File: config.mk
export PLATFORM = sky130hd
export DESIGN_NAME = bresenham_line_stepper_flat
export DESIGN_NICKNAME = d
export VERILOG_FILES = /design/src/rtl/bls_pkg.sv /design/src/rtl/bls_if.sv /design/src/rtl/bls_front.sv /design/src/rtl/bls_queue.sv /design/src/rtl/bls_back.sv /design/src/rtl/bresenham_line_stepper.sv /design/src/flat_wrapper.sv
export VERILOG_INCLUDE_DIRS = /design/src /design/src/rtl
export SDC_FILE = /design/constraint.sdc
export NUM_CORES = 1
export LEC_CHECK = 0
export BUFFER_PORTS_ARGS = -buffer_cell sky130_fd_sc_hd__buf_2
export CORE_MARGIN = 2
export CORE_UTILIZATION = 61
export CTS_BUF_LIST = sky130_fd_sc_hd__clkbuf_8 sky130_fd_sc_hd__clkbuf_16
export DETAILED_ROUTE_END_ITERATION = 8
export PLACE_DENSITY_LB_ADDON = 0.25
export REMOVE_ABC_BUFFERS = 1
export SLEW_MARGIN = 30
export SYNTH_ARGS = -nofsm -noshare
export SYNTH_HDL_FRONTEND = slang
export SYNTH_HIERARCHICAL = 1
export SYNTH_SLANG_ARGS = --single-unit
File: constraint.sdc
create_clock -name clk -period 6.3 [get_ports clk]
set_clock_uncertainty 0.05 [all_clocks]
set_input_delay 0.315 -clock clk [delete_from_list [all_inputs] [get_ports clk]]
set_output_delay 0.315 -clock clk [all_outputs]
set_load 0.01 [all_outputs]
File: src/rtl/bresenham_line_stepper_defines.svh
// assertion macros for the line stepper
`ifndef BRESENHAM_LINE_STEPPER_DEFINES_SVH
`define BRESENHAM_LINE_STEPPER_DEFINES_SVH

`ifndef SYNTH
`define BLS_ASSERT_IMPLY(label, ante, cons) \
    label: assert property (@(posedge clk) disable iff (!rst_n) (ante) |-> (cons)) \
        else $error("bls check failed");
`define BLS_ASSERT_NEXT(label, ante, cons) \
    label: assert property (@(posedge clk) disable iff (!rst_n) (ante) |=> (cons)) \
        else $error("bls check failed");
`else
`define BLS_ASSERT_IMPLY(label, ante, cons)
`define BLS_ASSERT_NEXT(label, ante, cons)
`endif

`endif

File: src/rtl/bls_pkg.sv
package bls_pkg;

    localparam logic MODE_LOAD   = 1'b0;
    localparam int   ADDR_BITS   = 20;
    localparam int   COLOUR_BITS = 32;
    localparam int   QUEUE_DEPTH = 2;

    typedef struct packed {
        logic is_load;
        logic dir_x_neg;
        logic dir_y_neg;
    } bls_ctl_t;

endpackage

File: src/rtl/bls_if.sv
interface bls_in_if
    import bls_pkg::*;
#(
    parameter int COORD_BITS = 12
);
    logic                          valid;
    logic                          ready;
    logic                          mode;
    logic signed [COORD_BITS-1:0]  start_x;
    logic signed [COORD_BITS-1:0]  start_y;
    logic signed [COORD_BITS-1:0]  end_x;
    logic signed [COORD_BITS-1:0]  end_y;
    logic        [COLOUR_BITS-1:0] colour;

    modport source (output valid, mode, start_x, start_y, end_x, end_y, colour, input ready);
    modport sink   (input valid, mode, start_x, start_y, end_x, end_y, colour, output ready);
endinterface

interface bls_out_if
    import bls_pkg::*;
#(
    parameter int COORD_BITS = 12
);
    logic                          valid;
    logic                          ready;
    logic signed [COORD_BITS-1:0]  pixel_x;
    logic signed [COORD_BITS-1:0]  pixel_y;
    logic        [ADDR_BITS-1:0]   pixel_address;
    logic        [COLOUR_BITS-1:0] pixel_colour;
    logic                          write_enable;
    logic                          last;

    modport source (output valid, pixel_x, pixel_y, pixel_address, pixel_colour,
                    write_enable, last, input ready);
    modport sink   (input valid, pixel_x, pixel_y, pixel_address, pixel_colour,
                    write_enable, last, output ready);
endinterface

File: src/rtl/bls_front.sv
module bls_front
    import bls_pkg::*;
#(
    parameter  int COORD_BITS = 12,
    localparam int DATA_W     = 6 * COORD_BITS + COLOUR_BITS
)
(
    input  logic              clk,
    input  logic              rst_n,
    bls_in_if.sink            cmd,
    output logic              q_valid,
    input  logic              q_ready,
    output bls_ctl_t          q_ctl,
    output logic [DATA_W-1:0] q_data
);

    logic                        valid_reg;
    logic                        valid_next;
    bls_ctl_t                    ctl_reg;
    bls_ctl_t                    ctl_next;
    logic [DATA_W-1:0]           data_reg;
    logic [DATA_W-1:0]           data_next;
    logic                        accept;
    logic signed [COORD_BITS:0]  diff_x;
    logic signed [COORD_BITS:0]  diff_y;
    logic [COORD_BITS-1:0]       abs_x;
    logic [COORD_BITS-1:0]       abs_y;

    assign cmd.ready = !valid_reg || q_ready;
    assign accept    = cmd.valid && cmd.ready;

    // endpoint setup for a load word
    always_comb
    begin
        diff_x = $signed({cmd.end_x[COORD_BITS-1], cmd.end_x})
               - $signed({cmd.start_x[COORD_BITS-1], cmd.start_x});
        diff_y = $signed({cmd.end_y[COORD_BITS-1], cmd.end_y})
               - $signed({cmd.start_y[COORD_BITS-1], cmd.start_y});
        abs_x  = diff_x[COORD_BITS] ? COORD_BITS'(-diff_x) : COORD_BITS'(diff_x);
        abs_y  = diff_y[COORD_BITS] ? COORD_BITS'(-diff_y) : COORD_BITS'(diff_y);

        ctl_next.is_load   = (cmd.mode == MODE_LOAD);
        ctl_next.dir_x_neg = !(cmd.start_x < cmd.end_x);
        ctl_next.dir_y_neg = !(cmd.start_y < cmd.end_y);
        data_next = {cmd.colour, abs_y, abs_x, cmd.end_y, cmd.end_x, cmd.start_y, cmd.start_x};
    end

    always_comb
    begin
        if (accept)
        begin
            valid_next = 1'b1;
        end
        else if (q_ready)
        begin
            valid_next = 1'b0;
        end
        else
        begin
            valid_next = valid_reg;
        end
    end

    always_ff @(posedge clk or negedge rst_n)
    begin
        if (!rst_n)
        begin
            valid_reg <= 1'b0;
        end
        else
        begin
            valid_reg <= valid_next;
        end
    end

    always_ff @(posedge clk)
    begin
        if (accept)
        begin
            ctl_reg  <= ctl_next;
            data_reg <= data_next;
        end
    end

    assign q_valid = valid_reg;
    assign q_ctl   = ctl_reg;
    assign q_data  = data_reg;

endmodule

File: src/rtl/bls_queue.sv
module bls_queue
    import bls_pkg::*;
#(
    parameter int DATA_W = 8
)
(
    input  logic              clk,
    input  logic              rst_n,
    input  logic              push_valid,
    output logic              push_ready,
    input  bls_ctl_t          push_ctl,
    input  logic [DATA_W-1:0] push_data,
    output logic              pop_valid,
    input  logic              pop_ready,
    output bls_ctl_t          pop_ctl,
    output logic [DATA_W-1:0] pop_data
);

    localparam int PTR_W = (QUEUE_DEPTH > 1) ? $clog2(QUEUE_DEPTH) : 1;
    localparam int CNT_W = $clog2(QUEUE_DEPTH + 1);

    bls_ctl_t          ctl_mem  [QUEUE_DEPTH];
    logic [DATA_W-1:0] data_mem [QUEUE_DEPTH];
    logic [PTR_W-1:0]  wr_ptr_reg;
    logic [PTR_W-1:0]  wr_ptr_next;
    logic [PTR_W-1:0]  rd_ptr_reg;
    logic [PTR_W-1:0]  rd_ptr_next;
    logic [CNT_W-1:0]  count_reg;
    logic [CNT_W-1:0]  count_next;
    logic              push;
    logic              pop;

    assign push_ready = (count_reg != CNT_W'(QUEUE_DEPTH));
    assign pop_valid  = (count_reg != '0);
    assign push       = push_valid && push_ready;
    assign pop        = pop_valid && pop_ready;
    assign pop_ctl    = ctl_mem[rd_ptr_reg];
    assign pop_data   = data_mem[rd_ptr_reg];

    always_comb
    begin
        wr_ptr_next = wr_ptr_reg;
        rd_ptr_next = rd_ptr_reg;
        count_next  = count_reg;
        if (push)
        begin
            wr_ptr_next = (wr_ptr_reg == PTR_W'(QUEUE_DEPTH - 1)) ? '0 : wr_ptr_reg + 1'b1;
        end
        if (pop)
        begin
            rd_ptr_next = (rd_ptr_reg == PTR_W'(QUEUE_DEPTH - 1)) ? '0 : rd_ptr_reg + 1'b1;
        end
        if (push && !pop)
        begin
            count_next = count_reg + 1'b1;
        end
        else if (pop && !push)
        begin
            count_next = count_reg - 1'b1;
        end
    end

    always_ff @(posedge clk or negedge rst_n)
    begin
        if (!rst_n)
        begin
            wr_ptr_reg <= '0;
            rd_ptr_reg <= '0;
            count_reg  <= '0;
        end
        else
        begin
            wr_ptr_reg <= wr_ptr_next;
            rd_ptr_reg <= rd_ptr_next;
            count_reg  <= count_next;
        end
    end

    always_ff @(posedge clk)
    begin
        if (push)
        begin
            ctl_mem[wr_ptr_reg]  <= push_ctl;
            data_mem[wr_ptr_reg] <= push_data;
        end
    end

endmodule

File: src/rtl/bls_back.sv
module bls_back
    import bls_pkg::*;
#(
    parameter  int SCREEN_W   = 1024,
    parameter  int SCREEN_H   = 768,
    parameter  int COORD_BITS = 12,
    localparam int DATA_W     = 6 * COORD_BITS + COLOUR_BITS
)
(
    input  logic              clk,
    input  logic              rst_n,
    input  logic              pop_valid,
    output logic              pop_ready,
    input  bls_ctl_t          pop_ctl,
    input  logic [DATA_W-1:0] pop_data,
    bls_out_if.source         pix
);

    localparam int C = COORD_BITS;
    localparam int E = COORD_BITS + 3;

    // line state
    logic signed [C-1:0]      cur_x_reg, cur_x_next;
    logic signed [C-1:0]      cur_y_reg, cur_y_next;
    logic signed [C-1:0]      target_x_reg, target_x_next;
    logic signed [C-1:0]      target_y_reg, target_y_next;
    logic [C-1:0]             delta_x_reg, delta_x_next;
    logic [C-1:0]             delta_y_reg, delta_y_next;
    logic signed [E-1:0]      error_reg, error_next;
    logic                     dir_x_neg_reg, dir_x_neg_next;
    logic                     dir_y_neg_reg, dir_y_neg_next;
    logic [COLOUR_BITS-1:0]   colour_reg, colour_next;
    logic                     active_reg, active_next;

    // pixel stage
    logic                     a_valid_reg, a_valid_next;
    logic signed [C-1:0]      a_x_reg;
    logic signed [C-1:0]      a_y_reg;
    logic [COLOUR_BITS-1:0]   a_colour_reg;
    logic                     a_inside_reg;
    logic                     a_last_reg;

    // address stage
    logic                     b_valid_reg, b_valid_next;
    logic signed [C-1:0]      b_x_reg;
    logic signed [C-1:0]      b_y_reg;
    logic [ADDR_BITS-1:0]     b_addr_reg;
    logic [COLOUR_BITS-1:0]   b_colour_reg;
    logic                     b_inside_reg;
    logic                     b_last_reg;

    logic                     a_ready;
    logic                     b_ready;
    logic                     take;
    logic                     load;
    logic                     step;
    logic                     at_end;
    logic                     on_screen;
    logic                     mov_x;
    logic                     mov_y;
    logic signed [E-1:0]      dx_e;
    logic signed [E-1:0]      dy_e;
    logic signed [E-1:0]      e2;
    logic signed [E-1:0]      ld_dx_e;
    logic signed [E-1:0]      ld_dy_e;
    logic [ADDR_BITS-1:0]     addr;

    assign b_ready   = !b_valid_reg || pix.ready;
    assign a_ready   = !a_valid_reg || b_ready;
    assign pop_ready = a_ready;
    assign take      = pop_valid && pop_ready;
    assign load      = take && pop_ctl.is_load;
    assign step      = take && !pop_ctl.is_load && active_reg;

    assign at_end = (cur_x_reg == target_x_reg) && (cur_y_reg == target_y_reg);
    assign on_screen = !cur_x_reg[C-1] && (int'(cur_x_reg) < SCREEN_W)
                    && !cur_y_reg[C-1] && (int'(cur_y_reg) < SCREEN_H);

    assign dx_e    = $signed({3'b000, delta_x_reg});
    assign dy_e    = $signed({3'b000, delta_y_reg});
    assign e2      = $signed({error_reg[E-2:0], 1'b0});
    assign mov_x   = e2 > -dy_e;
    assign mov_y   = e2 <= dx_e;
    assign ld_dx_e = $signed({3'b000, pop_data[5*C-1:4*C]});
    assign ld_dy_e = $signed({3'b000, pop_data[6*C-1:5*C]});

    always_comb
    begin
        cur_x_next     = cur_x_reg;
        cur_y_next     = cur_y_reg;
        target_x_next  = target_x_reg;
        target_y_next  = target_y_reg;
        delta_x_next   = delta_x_reg;
        delta_y_next   = delta_y_reg;
        error_next     = error_reg;
        dir_x_neg_next = dir_x_neg_reg;
        dir_y_neg_next = dir_y_neg_reg;
        colour_next    = colour_reg;
        active_next    = active_reg;

        if (load)
        begin
            cur_x_next     = $signed(pop_data[C-1:0]);
            cur_y_next     = $signed(pop_data[2*C-1:C]);
            target_x_next  = $signed(pop_data[3*C-1:2*C]);
            target_y_next  = $signed(pop_data[4*C-1:3*C]);
            delta_x_next   = pop_data[5*C-1:4*C];
            delta_y_next   = pop_data[6*C-1:5*C];
            error_next     = ld_dx_e - ld_dy_e;
            dir_x_neg_next = pop_ctl.dir_x_neg;
            dir_y_neg_next = pop_ctl.dir_y_neg;
            colour_next    = pop_data[DATA_W-1:6*C];
            active_next    = 1'b1;
        end
        else if (step)
        begin
            if (at_end)
            begin
                active_next = 1'b0;
            end
            else
            begin
                error_next = error_reg - (mov_x ? dy_e : E'(0)) + (mov_y ? dx_e : E'(0));
                if (mov_x)
                begin
                    cur_x_next = dir_x_neg_reg ? cur_x_reg - C'(1) : cur_x_reg + C'(1);
                end
                if (mov_y)
                begin
                    cur_y_next = dir_y_neg_reg ? cur_y_reg - C'(1) : cur_y_reg + C'(1);
                end
            end
        end
    end

    assign a_valid_next = a_ready ? step : a_valid_reg;
    assign b_valid_next = b_ready ? a_valid_reg : b_valid_reg;

    // linear address, zero off screen
    assign addr = a_inside_reg
                ? ADDR_BITS'($unsigned(a_x_reg))
                  + ADDR_BITS'($unsigned(a_y_reg)) * ADDR_BITS'(SCREEN_W)
                : '0;

    always_ff @(posedge clk or negedge rst_n)
    begin
        if (!rst_n)
        begin
            cur_x_reg     <= '0;
            cur_y_reg     <= '0;
            target_x_reg  <= '0;
            target_y_reg  <= '0;
            delta_x_reg   <= '0;
            delta_y_reg   <= '0;
            error_reg     <= '0;
            dir_x_neg_reg <= 1'b0;
            dir_y_neg_reg <= 1'b0;
            colour_reg    <= '0;
            active_reg    <= 1'b0;
            a_valid_reg   <= 1'b0;
            b_valid_reg   <= 1'b0;
        end
        else
        begin
            cur_x_reg     <= cur_x_next;
            cur_y_reg     <= cur_y_next;
            target_x_reg  <= target_x_next;
            target_y_reg  <= target_y_next;
            delta_x_reg   <= delta_x_next;
            delta_y_reg   <= delta_y_next;
            error_reg     <= error_next;
            dir_x_neg_reg <= dir_x_neg_next;
            dir_y_neg_reg <= dir_y_neg_next;
            colour_reg    <= colour_next;
            active_reg    <= active_next;
            a_valid_reg   <= a_valid_next;
            b_valid_reg   <= b_valid_next;
        end
    end

    always_ff @(posedge clk)
    begin
        if (step)
        begin
            a_x_reg      <= cur_x_reg;
            a_y_reg      <= cur_y_reg;
            a_colour_reg <= colour_reg;
            a_inside_reg <= on_screen;
            a_last_reg   <= at_end;
        end
        if (b_ready && a_valid_reg)
        begin
            b_x_reg      <= a_x_reg;
            b_y_reg      <= a_y_reg;
            b_addr_reg   <= addr;
            b_colour_reg <= a_colour_reg;
            b_inside_reg <= a_inside_reg;
            b_last_reg   <= a_last_reg;
        end
    end

    assign pix.valid         = b_valid_reg;
    assign pix.pixel_x       = b_x_reg;
    assign pix.pixel_y       = b_y_reg;
    assign pix.pixel_address = b_addr_reg;
    assign pix.pixel_colour  = b_colour_reg;
    assign pix.write_enable  = b_inside_reg;
    assign pix.last          = b_last_reg;

endmodule

File: src/rtl/bresenham_line_stepper.sv
// a step word goes through the front register, queue, pixel stage and address stage
// throughput: one word per cycle while pix.ready allows, set by the one-step error update
// a load word gives no pixel and passes through the same queue as a step word
// reset: asynchronous, active low; clears the queue, all valid flags and the line state
// after reset no line is active and words are accepted at once
`include "bresenham_line_stepper_defines.svh"

module bresenham_line_stepper
    import bls_pkg::*;
#(
    parameter int SCREEN_W   = 1024,
    parameter int SCREEN_H   = 768,
    parameter int COORD_BITS = 12
)
(
    input  logic      clk,
    input  logic      rst_n,
    bls_in_if.sink    cmd,
    bls_out_if.source pix
);

    localparam int DATA_W = 6 * COORD_BITS + COLOUR_BITS;

    logic              push_valid;
    logic              push_ready;
    bls_ctl_t          push_ctl;
    logic [DATA_W-1:0] push_data;
    logic              pop_valid;
    logic              pop_ready;
    bls_ctl_t          pop_ctl;
    logic [DATA_W-1:0] pop_data;

    bls_front #(
        .COORD_BITS (COORD_BITS)
    ) u_front (
        .clk     (clk),
        .rst_n   (rst_n),
        .cmd     (cmd),
        .q_valid (push_valid),
        .q_ready (push_ready),
        .q_ctl   (push_ctl),
        .q_data  (push_data)
    );

    bls_queue #(
        .DATA_W (DATA_W)
    ) u_queue (
        .clk        (clk),
        .rst_n      (rst_n),
        .push_valid (push_valid),
        .push_ready (push_ready),
        .push_ctl   (push_ctl),
        .push_data  (push_data),
        .pop_valid  (pop_valid),
        .pop_ready  (pop_ready),
        .pop_ctl    (pop_ctl),
        .pop_data   (pop_data)
    );

    bls_back #(
        .SCREEN_W   (SCREEN_W),
        .SCREEN_H   (SCREEN_H),
        .COORD_BITS (COORD_BITS)
    ) u_back (
        .clk       (clk),
        .rst_n     (rst_n),
        .pop_valid (pop_valid),
        .pop_ready (pop_ready),
        .pop_ctl   (pop_ctl),
        .pop_data  (pop_data),
        .pix       (pix)
    );

    `BLS_ASSERT_NEXT(a_front_capture, cmd.valid && cmd.ready, push_valid)
    `BLS_ASSERT_IMPLY(a_offscreen_addr, pix.valid && !pix.write_enable, pix.pixel_address == '0)
    `BLS_ASSERT_IMPLY(a_onscreen_sign, pix.valid && pix.write_enable, !pix.pixel_x[COORD_BITS-1] && !pix.pixel_y[COORD_BITS-1])

endmodule

File: src/flat_wrapper.sv
// flat-port wrapper written by rule: the top's interface ports become plain ports
module bresenham_line_stepper_flat import bls_pkg::*;
#(
    parameter int SCREEN_W   = 1024,
    parameter int SCREEN_H   = 768,
    parameter int COORD_BITS = 12
)
  (clk, rst_n, cmd_valid, cmd_mode, cmd_start_x, cmd_start_y, cmd_end_x, cmd_end_y, cmd_colour, cmd_ready, pix_valid, pix_pixel_x, pix_pixel_y, pix_pixel_address, pix_pixel_colour, pix_write_enable, pix_last, pix_ready);
  bls_in_if #(.COORD_BITS(COORD_BITS)) cmd_i ();
  bls_out_if #(.COORD_BITS(COORD_BITS)) pix_i ();
  input  logic clk;
  input  logic rst_n;
  input wire logic [$bits(cmd_i.valid)-1:0] cmd_valid;
  input wire logic [$bits(cmd_i.mode)-1:0] cmd_mode;
  input wire logic [$bits(cmd_i.start_x)-1:0] cmd_start_x;
  input wire logic [$bits(cmd_i.start_y)-1:0] cmd_start_y;
  input wire logic [$bits(cmd_i.end_x)-1:0] cmd_end_x;
  input wire logic [$bits(cmd_i.end_y)-1:0] cmd_end_y;
  input wire logic [$bits(cmd_i.colour)-1:0] cmd_colour;
  output wire logic [$bits(cmd_i.ready)-1:0] cmd_ready;
  output wire logic [$bits(pix_i.valid)-1:0] pix_valid;
  output wire logic [$bits(pix_i.pixel_x)-1:0] pix_pixel_x;
  output wire logic [$bits(pix_i.pixel_y)-1:0] pix_pixel_y;
  output wire logic [$bits(pix_i.pixel_address)-1:0] pix_pixel_address;
  output wire logic [$bits(pix_i.pixel_colour)-1:0] pix_pixel_colour;
  output wire logic [$bits(pix_i.write_enable)-1:0] pix_write_enable;
  output wire logic [$bits(pix_i.last)-1:0] pix_last;
  input wire logic [$bits(pix_i.ready)-1:0] pix_ready;
  assign cmd_i.valid = cmd_valid;
  assign cmd_i.mode = cmd_mode;
  assign cmd_i.start_x = cmd_start_x;
  assign cmd_i.start_y = cmd_start_y;
  assign cmd_i.end_x = cmd_end_x;
  assign cmd_i.end_y = cmd_end_y;
  assign cmd_i.colour = cmd_colour;
  assign cmd_ready = cmd_i.ready;
  assign pix_valid = pix_i.valid;
  assign pix_pixel_x = pix_i.pixel_x;
  assign pix_pixel_y = pix_i.pixel_y;
  assign pix_pixel_address = pix_i.pixel_address;
  assign pix_pixel_colour = pix_i.pixel_colour;
  assign pix_write_enable = pix_i.write_enable;
  assign pix_last = pix_i.last;
  assign pix_i.ready = pix_ready;
  bresenham_line_stepper #(.SCREEN_W(SCREEN_W), .SCREEN_H(SCREEN_H), .COORD_BITS(COORD_BITS)) u_core (.clk(clk), .rst_n(rst_n), .cmd(cmd_i), .pix(pix_i));
endmodule
==> results.json <==
{
  "maxCapViolCount": 0,
  "status": "finished, final reports clean",
  "antenna_found_initial": 0,
  "synth_cell_types": 76,
  "initial_core_util_pct": 62.0,
  "clkSinkCount": 585,
  "critPathSlowestCell": "fa_1",
  "tns_ps": 0,
  "yosysMostFrequentCell": "edfxtp_1",
  "cpPeakStageDelay_ps": 470,
  "pin_count": 165,
  "rr_startpoint": "u_core/u_back/delta_y_reg[2]$_DFFE_PN0P_",
  "cp-end-kind": "register",
  "final_nets": 2419,
  "numPortBuffers": 164,
  "netlist_instances": 1952,
  "synth_edf_count": 457,
  "place.gp.congestion": 0.910,
  "ant_nets": 0,
  "layout.cells.non_filler": 2799,
  "placed_cells": 2607,
  "worstSetupStartpointType": "register",
  "fin_area_sq_um": 30200,
  "cts_tree": "built",
  "dpl-instance-area_sq_um": 27500,
  "clk_path_buf_depth": 3,
  "fin_ws_ps": 722,
  "die-area_sq_um": 44500,
  "syn_area_sq_um": 26100,
  "gr-total-overflow": 0,
  "endpoint": "u_core/u_back/error_reg[13]$_DFFE_PN0P_",
  "avgSynthCellArea_sq_um": 13.4,
  "slew_viol_final": 0,
  "clk_latency_ps": 620,
  "path_clk_slew_ps": 70,
  "hold_path_class": "input port to async pin",
  "yosysWarnings": 6,
  "cts_made_buffers": 57,
  "hpwl_um": 38200,
  "grt_pass1_vias": 16300,
  "slew_headroom_pct": 37.0,
  "synth_top_cell_area_share_pct": 52.5,
  "area_growth_pct": 15.6,
  "wirelength_um": 57500,
  "cts_resized": 0,
  "path_cells": "nor2_1, nand2_1, nor3_1, nand2_1, o41ai_1, o21ai_0, ha_1, nand4_1, nor3_1, o31a_1, o221a_2, and2_1, fa_1, inv_1, ha_1, a211oi_1, o21ai_0, a311oi_1, o31ai_1, xor2_1, a21oi_1, o32a_1",
  "crit_required_ps": 6760,
  "synth.largest_area_cell": "edfxtp_1",
  "synth_seq_cells": 585,
  "synth_area_leaders": "edfxtp_1 (53%), dfrtp_1 (12%), ha_1 (5.0%)",
  "critPathKind": "register to register",
  "critPathLaunch": "u_core/u_back/delta_y_reg[2]$_DFFE_PN0P_",
  "reg2reg_depth": 22,
  "power_mw": 18.1,
  "async_flop_share_pct": 21.9,
  "path_depth": 22,
  "largest-register": "u_core/u_queue/data_mem",
  "drtIter0Drc": 1247,
  "via_per_inst": 5.72,
  "arrival_ps": 6030,
  "seq_area_frac_synth_pct": 64.8,
  "holdWs_ps": 213,
  "ff2ff_setup_slack_ps": 720,
  "die_h_um": 211,
  "n_antenna_cell": 0,
  "p_leak_nw": 12.3,
  "synth_common_cells": "edfxtp_1 (457), nand2_1 (293), dfrtp_1 (128)",
  "htree_levels": 2,
  "critPathBufInv": 1,
  "post_cts_buffers": 0,
  "max_freq_ghz": 0.179,
  "place_ws_ps": 815,
  "rsz0062_at_grt": "no",
  "fin_crit_ps": 5580,
  "nFillCells": 2771,
  "finalSetupViolCount": 0,
  "dieWidth_um": 211,
  "largest_register_ffs": 208,
  "firstDrtPassIters": 5,
  "peakVddDrop_mv": 0.414,
  "power_density_nw_per_um2": 600,
  "critPathMaxFanout": 16,
  "num_vias": 16000,
  "grt_max_degree": 90,
  "cp_top_family": "compound AO/OA/AOI/OAI gates",
  "synthFlopType": "edfxtp_1",
  "drcViolationCount": 0,
  "core_sq_um": 42100,
  "drive_gt1_share_pct": 17.7,
  "finalCritPeriodShare_pct": 88.5,
  "fin_util_pct": 71.7,
  "tightest_slew_ps": 945,
  "clockRootBuffer": "clkbuf_16",
  "rows": 75,
  "r2r-end": "u_core/u_back/error_reg[13]$_DFFE_PN0P_",
  "grt_pass1_wl_um": 89300,
  "wire_per_inst_um": 20.5,
  "finalHoldViolCount": 0,
  "track_usage_pct": 26.4
}
[cell type report]
| cell class | count | area, sq um | area share [%] |
|---|---|---|---|
| Timing Repair Buffer | 260 | 1810 | 5.98 |
| Clock buffer | 57 | 1430 | 4.72 |
| Sequential cell | 585 | 16900 | 56.1 |
| Clock inverter | 50 | 400 | 1.33 |
| Tap cell | 539 | 674 | 2.23 |
| Inverter | 124 | 465 | 1.54 |
| Multi-Input combinational cell | 1184 | 8490 | 28.1 |
[per-layer routing]
metal | share of wire [%] | track usage, %
met1 | 44 | 36.2
met2 | 48 | 43.9
met3 | 5.7 | 4.03
met4 | 2.3 | 8.06
met5 | 0 | 0
[worst min path at each step]
stage | cells past startpoint | start | slack [ps] | end
after floorplan | 0 | rst_n | -30 | u_core/u_back/a_valid_reg$_DFFE_PN0N_
after global placement | 1 | rst_n | 310 | u_core/u_back/colour_reg[4]$_DFFE_PN0P_
after detailed placement | 1 | rst_n | 310 | u_core/u_back/colour_reg[27]$_DFFE_PN0P_
after CTS | 2 | rst_n | 220 | u_core/u_back/target_x_reg[3]$_DFFE_PN0P_
after global routing | 2 | rst_n | 270 | u_core/u_back/colour_reg[27]$_DFFE_PN0P_
final | 2 | rst_n | 210 | u_core/u_back/colour_reg[25]$_DFFE_PN0P_
[cell usage in the layout, fill, tap and decap left out, types with 10 or more instances in the layout]
cell type	instances
buf_2	163
dfrtp_1	127
edfxtp_1	457
a31oi_1	17
nor2b_1	14
nor3_1	30
mux2i_1	20
a21oi_1	66
mux2_2	92
nor2_1	66
clkbuf_16	57
nand2_1	293
and3_1	10
clkinv_1	13
xor2_1	48
xnor2_1	66
mux2_4	20
nor4_1	12
nand2b_1	18
a21o_1	16
and2_1	33
a211oi_1	14
dlygate4sd3_1	84
o31ai_1	13
ha_1	104
o21ai_0	70
inv_1	135
nand3_1	19
fa_1	18
o21a_1	12
[timing repair]
action / 4_1_cts / 5_1_grt
endpoints found under the hold margin: 148 / 0
hold buffers: 84 / 0
endpoints found under the setup margin: 0 / 0
[cell families after synthesis]
| family | after synthesis | share of synthesized area, % |
|---|---|---|
| compound gates | 271 | 6.79 |
| mux | 132 | 5.88 |
| fa+ha+maj | 122 | 6.36 |
| buf+inv | 183 | 2.85 |
| flops | 585 | 64.8 |
| simple gates | 545 | 9.49 |
| xor+xnor | 114 | 3.82 |
[report_power, final]
part	internal [mW]	leakage [nW]	switching, mW
Clock	1.86	0.934	1.45
Sequential	6.02	5.88	0.883
Combinational	3.22	5.51	4.68
Power figures use the tool's default switching activity.
